===== src/design/canrx_pkg.sv =====
// ----------------------------------------------------------------------------
// canrx_pkg
// Shared types and constants for the CAN frame receive FIFO.
// ----------------------------------------------------------------------------
package canrx_pkg;

   localparam int ID_W     = 29;
   localparam int LEN_W    = 4;
   localparam int DATA_W   = 64;
   localparam int OP_W     = 2;
   localparam int STATUS_W = 2;
   localparam int HELD_W   = 8;
   localparam int ENTRY_W  = ID_W + LEN_W + DATA_W;

   localparam logic [LEN_W-1:0] MAX_LEN = 4'd8;

   // request opcodes
   localparam logic [OP_W-1:0] OP_PUSH  = 2'd0;
   localparam logic [OP_W-1:0] OP_POP   = 2'd1;
   localparam logic [OP_W-1:0] OP_CLEAR = 2'd2;

   // response status codes
   localparam logic [STATUS_W-1:0] STAT_OK    = 2'd0;
   localparam logic [STATUS_W-1:0] STAT_FULL  = 2'd1;
   localparam logic [STATUS_W-1:0] STAT_EMPTY = 2'd2;

   typedef enum logic [1:0] {
      S_IDLE,
      S_EXEC,
      S_FETCH
   } ctl_state_type;

   typedef struct packed {
      logic capture;     // latch request fields
      logic do_push;     // write slot, bump count
      logic do_pop;      // read slot, drop count
      logic do_clear;    // zero the peak
      logic load_exec;   // load response from execute step
      logic load_fetch;  // load response from RAM read data
   } dp_cmd_type;

   typedef struct packed {
      logic [OP_W-1:0] op;
      logic            full;
      logic            empty;
   } dp_stat_type;

endpackage


===== src/design/canrx_ram.sv =====
// ----------------------------------------------------------------------------
// canrx_ram
// Generic single-write, single-read RAM with registered read data.
// ----------------------------------------------------------------------------
module canrx_ram #(
   parameter int WIDTH = 8,
   parameter int DEPTH = 16,
   localparam int ADDR_W = (DEPTH > 1) ? $clog2(DEPTH) : 1
) (
   input  logic              clock,
   input  logic              wr_en,
   input  logic [ADDR_W-1:0] wr_addr,
   input  logic [WIDTH-1:0]  wr_data,
   input  logic              rd_en,
   input  logic [ADDR_W-1:0] rd_addr,
   output logic [WIDTH-1:0]  rd_data
);

   logic [WIDTH-1:0] mem_ff [DEPTH];
   logic [WIDTH-1:0] rd_data_ff;

   always_ff @(posedge clock) begin
      if (wr_en) begin
         mem_ff[wr_addr] <= wr_data;
      end
      if (rd_en) begin
         rd_data_ff <= mem_ff[rd_addr];
      end
   end

   assign rd_data = rd_data_ff;

endmodule


===== src/design/canrx_dp.sv =====
// ----------------------------------------------------------------------------
// canrx_dp
// Datapath: request capture, frame store, pointers, counters, response regs.
// ----------------------------------------------------------------------------
module canrx_dp
   import canrx_pkg::*;
#(
   parameter int QUEUE_DEPTH = 16
) (
   input  logic                clock,
   input  logic                reset,
   input  dp_cmd_type          cmd,
   output dp_stat_type         stat,
   input  logic [OP_W-1:0]     req_op,
   input  logic [ID_W-1:0]     req_frame_id,
   input  logic [LEN_W-1:0]    req_frame_len,
   input  logic [DATA_W-1:0]   req_frame_data,
   output logic [STATUS_W-1:0] rsp_status,
   output logic [ID_W-1:0]     rsp_out_id,
   output logic [LEN_W-1:0]    rsp_out_len,
   output logic [DATA_W-1:0]   rsp_out_data,
   output logic [HELD_W-1:0]   rsp_frames_held,
   output logic                rsp_frames_waiting,
   output logic [HELD_W-1:0]   rsp_peak_held
);

   localparam int SLOT_W = (QUEUE_DEPTH > 1) ? $clog2(QUEUE_DEPTH) : 1;
   localparam int CNT_W  = $clog2(QUEUE_DEPTH + 1);
   localparam logic [SLOT_W-1:0] LAST_SLOT = SLOT_W'(QUEUE_DEPTH - 1);
   localparam logic [CNT_W-1:0]  FULL_CNT  = CNT_W'(QUEUE_DEPTH);

   // captured request
   logic [OP_W-1:0]   op_ff;
   logic [ID_W-1:0]   id_ff;
   logic [LEN_W-1:0]  len_ff;
   logic [DATA_W-1:0] data_ff;
   logic [LEN_W-1:0]  len_clamp;
   logic [DATA_W-1:0] data_masked;

   // queue state
   logic [SLOT_W-1:0] wr_slot_ff, wr_slot_in;
   logic [SLOT_W-1:0] rd_slot_ff, rd_slot_in;
   logic [CNT_W-1:0]  count_ff, count_in;
   logic [CNT_W-1:0]  peak_ff, peak_in;
   logic [STATUS_W-1:0] status_c;

   logic               ram_wr_en;
   logic               ram_rd_en;
   logic [ENTRY_W-1:0] ram_rd_data;

   // response registers
   logic [STATUS_W-1:0] status_ff;
   logic [ID_W-1:0]     out_id_ff;
   logic [LEN_W-1:0]    out_len_ff;
   logic [DATA_W-1:0]   out_data_ff;
   logic [HELD_W-1:0]   held_ff;
   logic                waiting_ff;
   logic [HELD_W-1:0]   peak_held_ff;

   // clamp length and zero bytes at or past it
   always_comb begin
      len_clamp = (req_frame_len > MAX_LEN) ? MAX_LEN : req_frame_len;
      for (int i = 0; i < 8; i++) begin
         data_masked[i*8 +: 8] = (LEN_W'(i) < len_clamp) ? req_frame_data[i*8 +: 8] : 8'd0;
      end
   end

   always_ff @(posedge clock) begin
      if (cmd.capture) begin
         op_ff   <= req_op;
         id_ff   <= req_frame_id;
         len_ff  <= len_clamp;
         data_ff <= data_masked;
      end
   end

   assign stat.op    = op_ff;
   assign stat.full  = (count_ff == FULL_CNT);
   assign stat.empty = (count_ff == '0);

   always_comb begin
      wr_slot_in = wr_slot_ff;
      rd_slot_in = rd_slot_ff;
      count_in   = count_ff;
      peak_in    = peak_ff;
      ram_wr_en  = 1'b0;
      ram_rd_en  = 1'b0;
      if (cmd.do_push) begin
         ram_wr_en  = 1'b1;
         wr_slot_in = (wr_slot_ff == LAST_SLOT) ? '0 : wr_slot_ff + 1'b1;
         count_in   = count_ff + 1'b1;
         if (count_in > peak_ff) begin
            peak_in = count_in;
         end
      end
      if (cmd.do_pop) begin
         ram_rd_en  = 1'b1;
         rd_slot_in = (rd_slot_ff == LAST_SLOT) ? '0 : rd_slot_ff + 1'b1;
         count_in   = count_ff - 1'b1;
      end
      if (cmd.do_clear) begin
         peak_in = '0;
      end
   end

   always_comb begin
      unique case (op_ff)
         OP_PUSH: status_c = stat.full ? STAT_FULL : STAT_OK;
         OP_POP:  status_c = stat.empty ? STAT_EMPTY : STAT_OK;
         default: status_c = STAT_OK;
      endcase
   end

   always_ff @(posedge clock) begin
      if (reset) begin
         wr_slot_ff <= '0;
         rd_slot_ff <= '0;
         count_ff   <= '0;
         peak_ff    <= '0;
      end else begin
         wr_slot_ff <= wr_slot_in;
         rd_slot_ff <= rd_slot_in;
         count_ff   <= count_in;
         peak_ff    <= peak_in;
      end
   end

   canrx_ram #(
      .WIDTH (ENTRY_W),
      .DEPTH (QUEUE_DEPTH)
   ) u_store (
      .clock   (clock),
      .wr_en   (ram_wr_en),
      .wr_addr (wr_slot_ff),
      .wr_data ({id_ff, len_ff, data_ff}),
      .rd_en   (ram_rd_en),
      .rd_addr (rd_slot_ff),
      .rd_data (ram_rd_data)
   );

   always_ff @(posedge clock) begin
      if (cmd.load_exec) begin
         status_ff    <= status_c;
         out_id_ff    <= '0;
         out_len_ff   <= '0;
         out_data_ff  <= '0;
         held_ff      <= HELD_W'(count_in);
         waiting_ff   <= (count_in != '0);
         peak_held_ff <= HELD_W'(peak_in);
      end else if (cmd.load_fetch) begin
         status_ff    <= STAT_OK;
         out_id_ff    <= ram_rd_data[ENTRY_W-1 -: ID_W];
         out_len_ff   <= ram_rd_data[DATA_W +: LEN_W];
         out_data_ff  <= ram_rd_data[DATA_W-1:0];
         held_ff      <= HELD_W'(count_ff);
         waiting_ff   <= (count_ff != '0);
         peak_held_ff <= HELD_W'(peak_ff);
      end
   end

   assign rsp_status         = status_ff;
   assign rsp_out_id         = out_id_ff;
   assign rsp_out_len        = out_len_ff;
   assign rsp_out_data       = out_data_ff;
   assign rsp_frames_held    = held_ff;
   assign rsp_frames_waiting = waiting_ff;
   assign rsp_peak_held      = peak_held_ff;

`ifndef SYNTHESIS
   a_count_bound: assert property (@(posedge clock) disable iff (reset)
      count_ff <= FULL_CNT)
      else $error("occupancy above queue depth");

   a_push_count: assert property (@(posedge clock) disable iff (reset)
      cmd.do_push && !cmd.do_pop |=> count_ff == $past(count_ff) + 1'b1)
      else $error("push did not raise occupancy");
`endif

endmodule


===== src/design/canrx_ctrl.sv =====
// ----------------------------------------------------------------------------
// canrx_ctrl
// Controller: request/response handshake and execute sequencing.
// ----------------------------------------------------------------------------
module canrx_ctrl
   import canrx_pkg::*;
(
   input  logic        clock,
   input  logic        reset,
   input  logic        req_valid,
   output logic        req_ready,
   output logic        rsp_valid,
   input  logic        rsp_ready,
   input  dp_stat_type stat,
   output dp_cmd_type  cmd
);

   ctl_state_type state_ff, state_in;
   logic          rsp_valid_ff, rsp_valid_in;
   logic          out_free;

   // response register can take a new value this cycle
   assign out_free = !rsp_valid_ff || rsp_ready;

   always_ff @(posedge clock) begin
      if (reset) begin
         state_ff     <= S_IDLE;
         rsp_valid_ff <= 1'b0;
      end else begin
         state_ff     <= state_in;
         rsp_valid_ff <= rsp_valid_in;
      end
   end

   always_comb begin
      state_in     = state_ff;
      rsp_valid_in = rsp_valid_ff && !rsp_ready;
      req_ready    = 1'b0;
      cmd          = '0;
      unique case (state_ff)
         S_IDLE: begin
            req_ready = 1'b1;
            if (req_valid) begin
               cmd.capture = 1'b1;
               state_in    = S_EXEC;
            end
         end
         S_EXEC: begin
            if (out_free) begin
               state_in = S_IDLE;
               unique case (stat.op)
                  OP_PUSH: begin
                     cmd.do_push   = !stat.full;
                     cmd.load_exec = 1'b1;
                     rsp_valid_in  = 1'b1;
                  end
                  OP_POP: begin
                     if (stat.empty) begin
                        cmd.load_exec = 1'b1;
                        rsp_valid_in  = 1'b1;
                     end else begin
                        cmd.do_pop = 1'b1;
                        state_in   = S_FETCH;
                     end
                  end
                  OP_CLEAR: begin
                     cmd.do_clear  = 1'b1;
                     cmd.load_exec = 1'b1;
                     rsp_valid_in  = 1'b1;
                  end
                  default: begin
                     cmd.load_exec = 1'b1;
                     rsp_valid_in  = 1'b1;
                  end
               endcase
            end
         end
         S_FETCH: begin
            // RAM data is ready; response register was emptied in execute
            cmd.load_fetch = 1'b1;
            rsp_valid_in   = 1'b1;
            state_in       = S_IDLE;
         end
         default: begin
            state_in = S_IDLE;
         end
      endcase
   end

   assign rsp_valid = rsp_valid_ff;

`ifndef SYNTHESIS
   a_fetch_slot_free: assert property (@(posedge clock) disable iff (reset)
      state_ff == S_FETCH |-> !rsp_valid_ff)
      else $error("fetch with response register still occupied");

   a_no_push_full: assert property (@(posedge clock) disable iff (reset)
      cmd.do_push |-> !stat.full)
      else $error("push issued on full queue");

   a_no_pop_empty: assert property (@(posedge clock) disable iff (reset)
      cmd.do_pop |-> !stat.empty)
      else $error("pop issued on empty queue");

   a_no_lost_rsp: assert property (@(posedge clock) disable iff (reset)
      (cmd.load_exec || cmd.load_fetch) |-> out_free)
      else $error("response overwritten before delivery");
`endif

endmodule


===== src/design/can_frame_receive_fifo.sv =====
// ----------------------------------------------------------------------------
// can_frame_receive_fifo
// Circular receive queue of CAN frames with occupancy high-water mark.
// ----------------------------------------------------------------------------
// Usage:
//   Request channel (req_*): op selects push, pop or clear of the peak mark;
//   push carries identifier, length code and eight data bytes. Length codes
//   above 8 are clamped to 8 and bytes at or past the length are stored as 0.
//   Response channel (rsp_*): exactly one response per request, in order,
//   with status, popped frame (zero unless a pop succeeded), occupancy,
//   frames-waiting flag and peak occupancy after the request.
//   Timing: a request is taken in idle and runs in execute once the response
//   register is free; push, clear and failed pops load the response there,
//   while a successful pop reads the frame store in execute and loads the
//   registered read data in fetch. A new request is taken only after the
//   idle/execute/fetch sequence of the controller has returned to idle.
//   A response waiting in the output register does not block accepting the
//   next request; that request holds in execute until the response is taken.
//   Reset clears pointers, occupancy and peak; the frame store is not
//   cleared, and the block accepts requests as soon as reset is released.
// ----------------------------------------------------------------------------
module can_frame_receive_fifo
   import canrx_pkg::*;
#(
   parameter int QUEUE_DEPTH = 16
) (
   input  logic                clock,
   input  logic                reset,
   input  logic                req_valid,
   output logic                req_ready,
   input  logic [OP_W-1:0]     req_op,
   input  logic [ID_W-1:0]     req_frame_id,
   input  logic [LEN_W-1:0]    req_frame_len,
   input  logic [DATA_W-1:0]   req_frame_data,
   output logic                rsp_valid,
   input  logic                rsp_ready,
   output logic [STATUS_W-1:0] rsp_status,
   output logic [ID_W-1:0]     rsp_out_id,
   output logic [LEN_W-1:0]    rsp_out_len,
   output logic [DATA_W-1:0]   rsp_out_data,
   output logic [HELD_W-1:0]   rsp_frames_held,
   output logic                rsp_frames_waiting,
   output logic [HELD_W-1:0]   rsp_peak_held
);

   dp_cmd_type  cmd;
   dp_stat_type stat;

   // sequencing and handshake
   canrx_ctrl u_ctrl (
      .clock     (clock),
      .reset     (reset),
      .req_valid (req_valid),
      .req_ready (req_ready),
      .rsp_valid (rsp_valid),
      .rsp_ready (rsp_ready),
      .stat      (stat),
      .cmd       (cmd)
   );

   // frame store, pointers, counters and response register
   canrx_dp #(
      .QUEUE_DEPTH (QUEUE_DEPTH)
   ) u_dp (
      .clock              (clock),
      .reset              (reset),
      .cmd                (cmd),
      .stat               (stat),
      .req_op             (req_op),
      .req_frame_id       (req_frame_id),
      .req_frame_len      (req_frame_len),
      .req_frame_data     (req_frame_data),
      .rsp_status         (rsp_status),
      .rsp_out_id         (rsp_out_id),
      .rsp_out_len        (rsp_out_len),
      .rsp_out_data       (rsp_out_data),
      .rsp_frames_held    (rsp_frames_held),
      .rsp_frames_waiting (rsp_frames_waiting),
      .rsp_peak_held      (rsp_peak_held)
   );

endmodule

===== config.mk =====
export PLATFORM = sky130hd
export DESIGN_NAME = can_frame_receive_fifo
export DESIGN_NICKNAME = d
export VERILOG_FILES = /design/src/design/canrx_pkg.sv /design/src/design/canrx_ram.sv /design/src/design/canrx_dp.sv /design/src/design/canrx_ctrl.sv /design/src/design/can_frame_receive_fifo.sv
export SDC_FILE = /design/constraint.sdc
export NUM_CORES = 2
export LEC_CHECK = 0
export BUFFER_PORTS_ARGS = -buffer_cell sky130_fd_sc_hd__buf_2
export CORE_MARGIN = 3
export CORE_UTILIZATION = 50
export CTS_BUF_LIST = sky130_fd_sc_hd__clkbuf_4 sky130_fd_sc_hd__clkbuf_8 sky130_fd_sc_hd__clkbuf_16
export DETAILED_ROUTE_END_ITERATION = 8
export PLACE_DENSITY = 0.66
export RECOVER_POWER = 100
export SLEW_MARGIN = 20
export SYNTH_ARGS = -nofsm -noshare
export SYNTH_HDL_FRONTEND = slang
export SYNTH_SLANG_ARGS = --single-unit

===== constraint.sdc =====
create_clock -name clock -period 13.65 [get_ports clock]
set_clock_uncertainty 0.05 [all_clocks]
set_input_delay 2.73 -clock clock [delete_from_list [all_inputs] [get_ports clock]]
set_output_delay 2.73 -clock clock [all_outputs]
set_load 0.03 [all_outputs]

==> summary.txt <==
Power
  – Static leakage: 24.1 nW
  – Comb pwr share: 2.2%
  – Sequential share of power: 54.6%
  – Pint: 9.51 mW
  – Clock network fraction of design power: 43.2%
  – Psw: 2.36 mW
  – Power per cell area: 150 nW/um^2
  – Sw frac: 19.9%
  – Max IR drop VDD: 0.128 mV

Clock network
  – Worst-case clock buffer depth: 3
  – CTS Hold Buffers Added: 0
  – CTS Sinks: 1879
  – CTS tree: done
  – Clk Latency, worst-skew pair: 800 ps
  – Number of H-tree levels: 4
  – Clock-pin transition on the worst setup and hold timing paths: 60 ps
  – Root buf cell: clkbuf_16
  – TritonCTS buffer count: 185
  – Postcts setup bufs: 0
  – CTS resizes: 0

Worst setup path
  – CP max-delay cell: clkbuf_1
  – Flop2flop setup slack: 5310 ps
  – Critical path endpoint category: flip-flop
  – Kind of critical path: input port to flip-flop
  – Worst EP arrival: 9560 ps
  – CP Data Required Time: 13920 ps
  – Crit-path cells: clkbuf_1 > nand2b_1 > and4_1 > nand2_1 > nor3_1 > clkbuf_1 > clkbuf_1
  – Cell mode on critical path: clkbuf_1
  – CP max FO: 44
  – Worst reg2reg path endpoint: u_dp.u_store.rd_data[46]
  – Worst path bufs/invs: 3
  – Largest stage delay, worst path: 2540 ps
  – R2R cell count: 4
  – R2r startpoint: u_dp.rd_slot_ff[0]
  – Top cell family by delay on the critical path: buffers and inverters
  – Critical Path Start Type: input port

Yosys
  – Post-synth top area share: 75.8%
  – Synthesized area per cell: 23.6 um^2
  – Mapped cell area: 69800 um^2
  – Sequential share of the synthesized area: 79.2%
  – #FFs+latches synth: 1879
  – Async SR Flop Fraction: 0%
  – Synth area leader: edfxtp_1
  – Top cells by area, synth: edfxtp_1, mux4_2, dfxtp_1
  – Yosys Warn Count: 0
  – Synth Flop Type: edfxtp_1
  – EDFF count, synth: 1761
  – Post-Syn Instances: 2960
  – Netlist cell types: 47

Finish
  – Antenna diodes: 0
  – Area growth syn-to-layout: 13.3%
  – Commonest non-fill, non-tap cell in the layout: edfxtp_1
  – Final net count: 3389
  – Most frequent cells in the layout: edfxtp_1, mux4_2, clkbuf_16, clkbuf_1, nor2_1
  – Ratio of cells with drive above 1 in the final layout: 26.8%

Floorplan
  – Initial core utilization: 50.5%
  – Die Area: 144000 um^2
  – Core area: 138000 um^2
  – # IOs: 221
  – Die W: 380 um
  – Rows: 136
  – Die Y: 380 um

STA
  – Worst slew margin: -218%
  – Final setup viols: 0
  – Maximum operating frequency: 108 MHz
  – Min cycle time layout: 9290 ps
  – Fin. Hold Viols: 0
  – Final hold slack: 434 ps
  – Setup_tns: 0 ps
  – Fin. max-slew vios: 1482
  – Final worst-path cycle share: 68.1%
  – RSZ-0062 raised after global routing: no
  – Worst-Margin Slew: 4770 ps

Placement
  – Hpwl dp: 78200 um
  – Port Buffers: 214
  – Gpl congestion: 0.759

Global routing
  – Global-route wire length before repair: 219000 um
  – Vias in the first global route: 32600
  – All-Layer GR Usage: 20.6%
  – Initial antenna violation count: 2
  – Largest net degree at the start of global routing: 154
  – Grt ovf: 0

Min path
  – Min-Delay Path Depth: 2
  – Min-delay src: u_dp.u_store.rd_data[46]
  – Hold crit path type: flip-flop to flip-flop
  – Sink of the worst hold path: u_dp.rsp_out_data[46]

Routing
  – DRC: 0
  – DR iter-0 viols: 2901
  – Antenna viol nets, final: 0
  – Via count: 31100
  – Drt pass-1 iters: 5
  – Post-DR wirelength/cell: 27.7 um
  – Final wirelength: 147000 um
  – Via density per instance: 5.87

Outcome
  – Outcome: finished, violations left
  – Violated checks: max-capacitance violations, max-slew violations

Run
  – Max-Cap Viols: 38
## through the flow
step	util (%)	cells	cell area (um^2)	total power, mW	worst slack [ps]
finish	57.3	5291	79100	11.9	4360
global route	57.3	5291	79100	12.2	3910
CTS	57.5	5290	79400	12.0	7680
detailed placement	53.0	4945	73100	6.87	6870
global placement	53.0	4945	73100	6.85	6990
floorplan	-	2965	69800	6.74	2610
## synth_stat cells (2+ instances only)
| cell type | n |
|---|---|
| edfxtp_1 | 1761 |
| mux4_2 | 485 |
| nor2_1 | 132 |
| dfxtp_1 | 118 |
| mux2i_1 | 105 |
| clkbuf_1 | 86 |
| nor2b_1 | 63 |
| buf_2 | 47 |
| ha_1 | 16 |
| a21oi_1 | 15 |
| nand2_1 | 15 |
| nor3_1 | 14 |
| inv_1 | 12 |
| buf_4 | 10 |
| and2_1 | 9 |
| buf_1 | 8 |
| nand3_1 | 6 |
| xor2_1 | 6 |
| a211oi_1 | 5 |
| nand2b_1 | 5 |
| o21ai_0 | 4 |
| xnor2_1 | 4 |
| or2_2 | 3 |
| a22oi_1 | 2 |
| buf_6 | 2 |
| nor3b_1 | 2 |
| nor4_1 | 2 |
| o22ai_1 | 2 |
| or3_1 | 2 |
| or4b_1 | 2 |
## routing by layer
layer	part of all wire [%]	GRT usage (%)
met1	42	29.4
met4	1.9	5.16
met2	50	33.6
met5	0	0
met3	5.9	3.47
## worst max-delay path by stage
stage / from / endpoint / cells past startpoint
final: rsp_ready / u_dp.u_store.mem_ff[0][65] / 7
after floorplan: rsp_ready / u_dp.u_store.mem_ff[0][0] / 6
after global routing: rsp_ready / u_dp.u_store.mem_ff[0][65] / 7
after global placement: rsp_ready / u_dp.u_store.mem_ff[11][44] / 7
after CTS: rsp_ready / u_dp.u_store.mem_ff[11][42] / 7
after detailed placement: rsp_ready / u_dp.u_store.mem_ff[11][46] / 7
## worst register-to-register path: stages, from the launching register on
cell	delay [ps]
dfxtp_1	1680
clkbuf_1	2300
clkbuf_1	2670
mux4_2	850
mux4_2	520
## final cells by class
cell class / count / area [um^2]
Multi-Input combinational cell: 920 / 13800
Tap cell: 1863 / 2330
Clock inverter: 118 / 1200
Inverter: 13 / 56.3
Clock buffer: 227 / 5070
Timing Repair Buffer: 271 / 1310
Fill cell: 9854 / 59000
Sequential cell: 1879 / 55300
## power by group through the flow
stage	clock network, mW	registers [mW]	logic (mW)
5_1_grt	5.46	6.49	0.286
6_report	5.13	6.48	0.261
3_3_place_gp	0	6.59	0.265
2_1_floorplan	0	6.58	0.164
4_1_cts	5.23	6.48	0.271
3_5_place_dp	0	6.60	0.270
## registers in the layout (all words and copies together), names as in the netlist, 4 cells and up
| signal | cells |
|---|---|
| u_dp.rsp_out_len | 4 |
| u_dp.id_ff | 29 |
| u_dp.rsp_frames_held | 5 |
| u_dp.len_ff | 4 |
| u_dp.data_ff | 64 |
| u_dp.rsp_out_data | 64 |
| u_dp.count_ff | 5 |
| u_dp.rsp_peak_held | 5 |
| u_dp.rd_slot_ff | 4 |
| u_dp.wr_slot_ff | 4 |
| u_dp.rsp_out_id | 29 |
| u_dp.peak_ff | 5 |
| u_dp.u_store.rd_data | 97 |
| u_dp.u_store.mem_ff | 1552 |
## kinds of logic (layout without fill, tap and decap cells)
logic type	after synthesis	after routing	synth area share (%)
AOI/OAI and AO/OA	35	35	0.310
xor gates and xnor gates	10	10	0.126
adders and majority gates	16	16	0.287
buffers and inverters	166	629	1.06
DFF	1879	1879	79.2
muxes	590	590	17.2
other	1	6	0.00538
and+or+nand+nor	263	263	1.85
No activity file was read; power rests on OpenSTA's default activity.
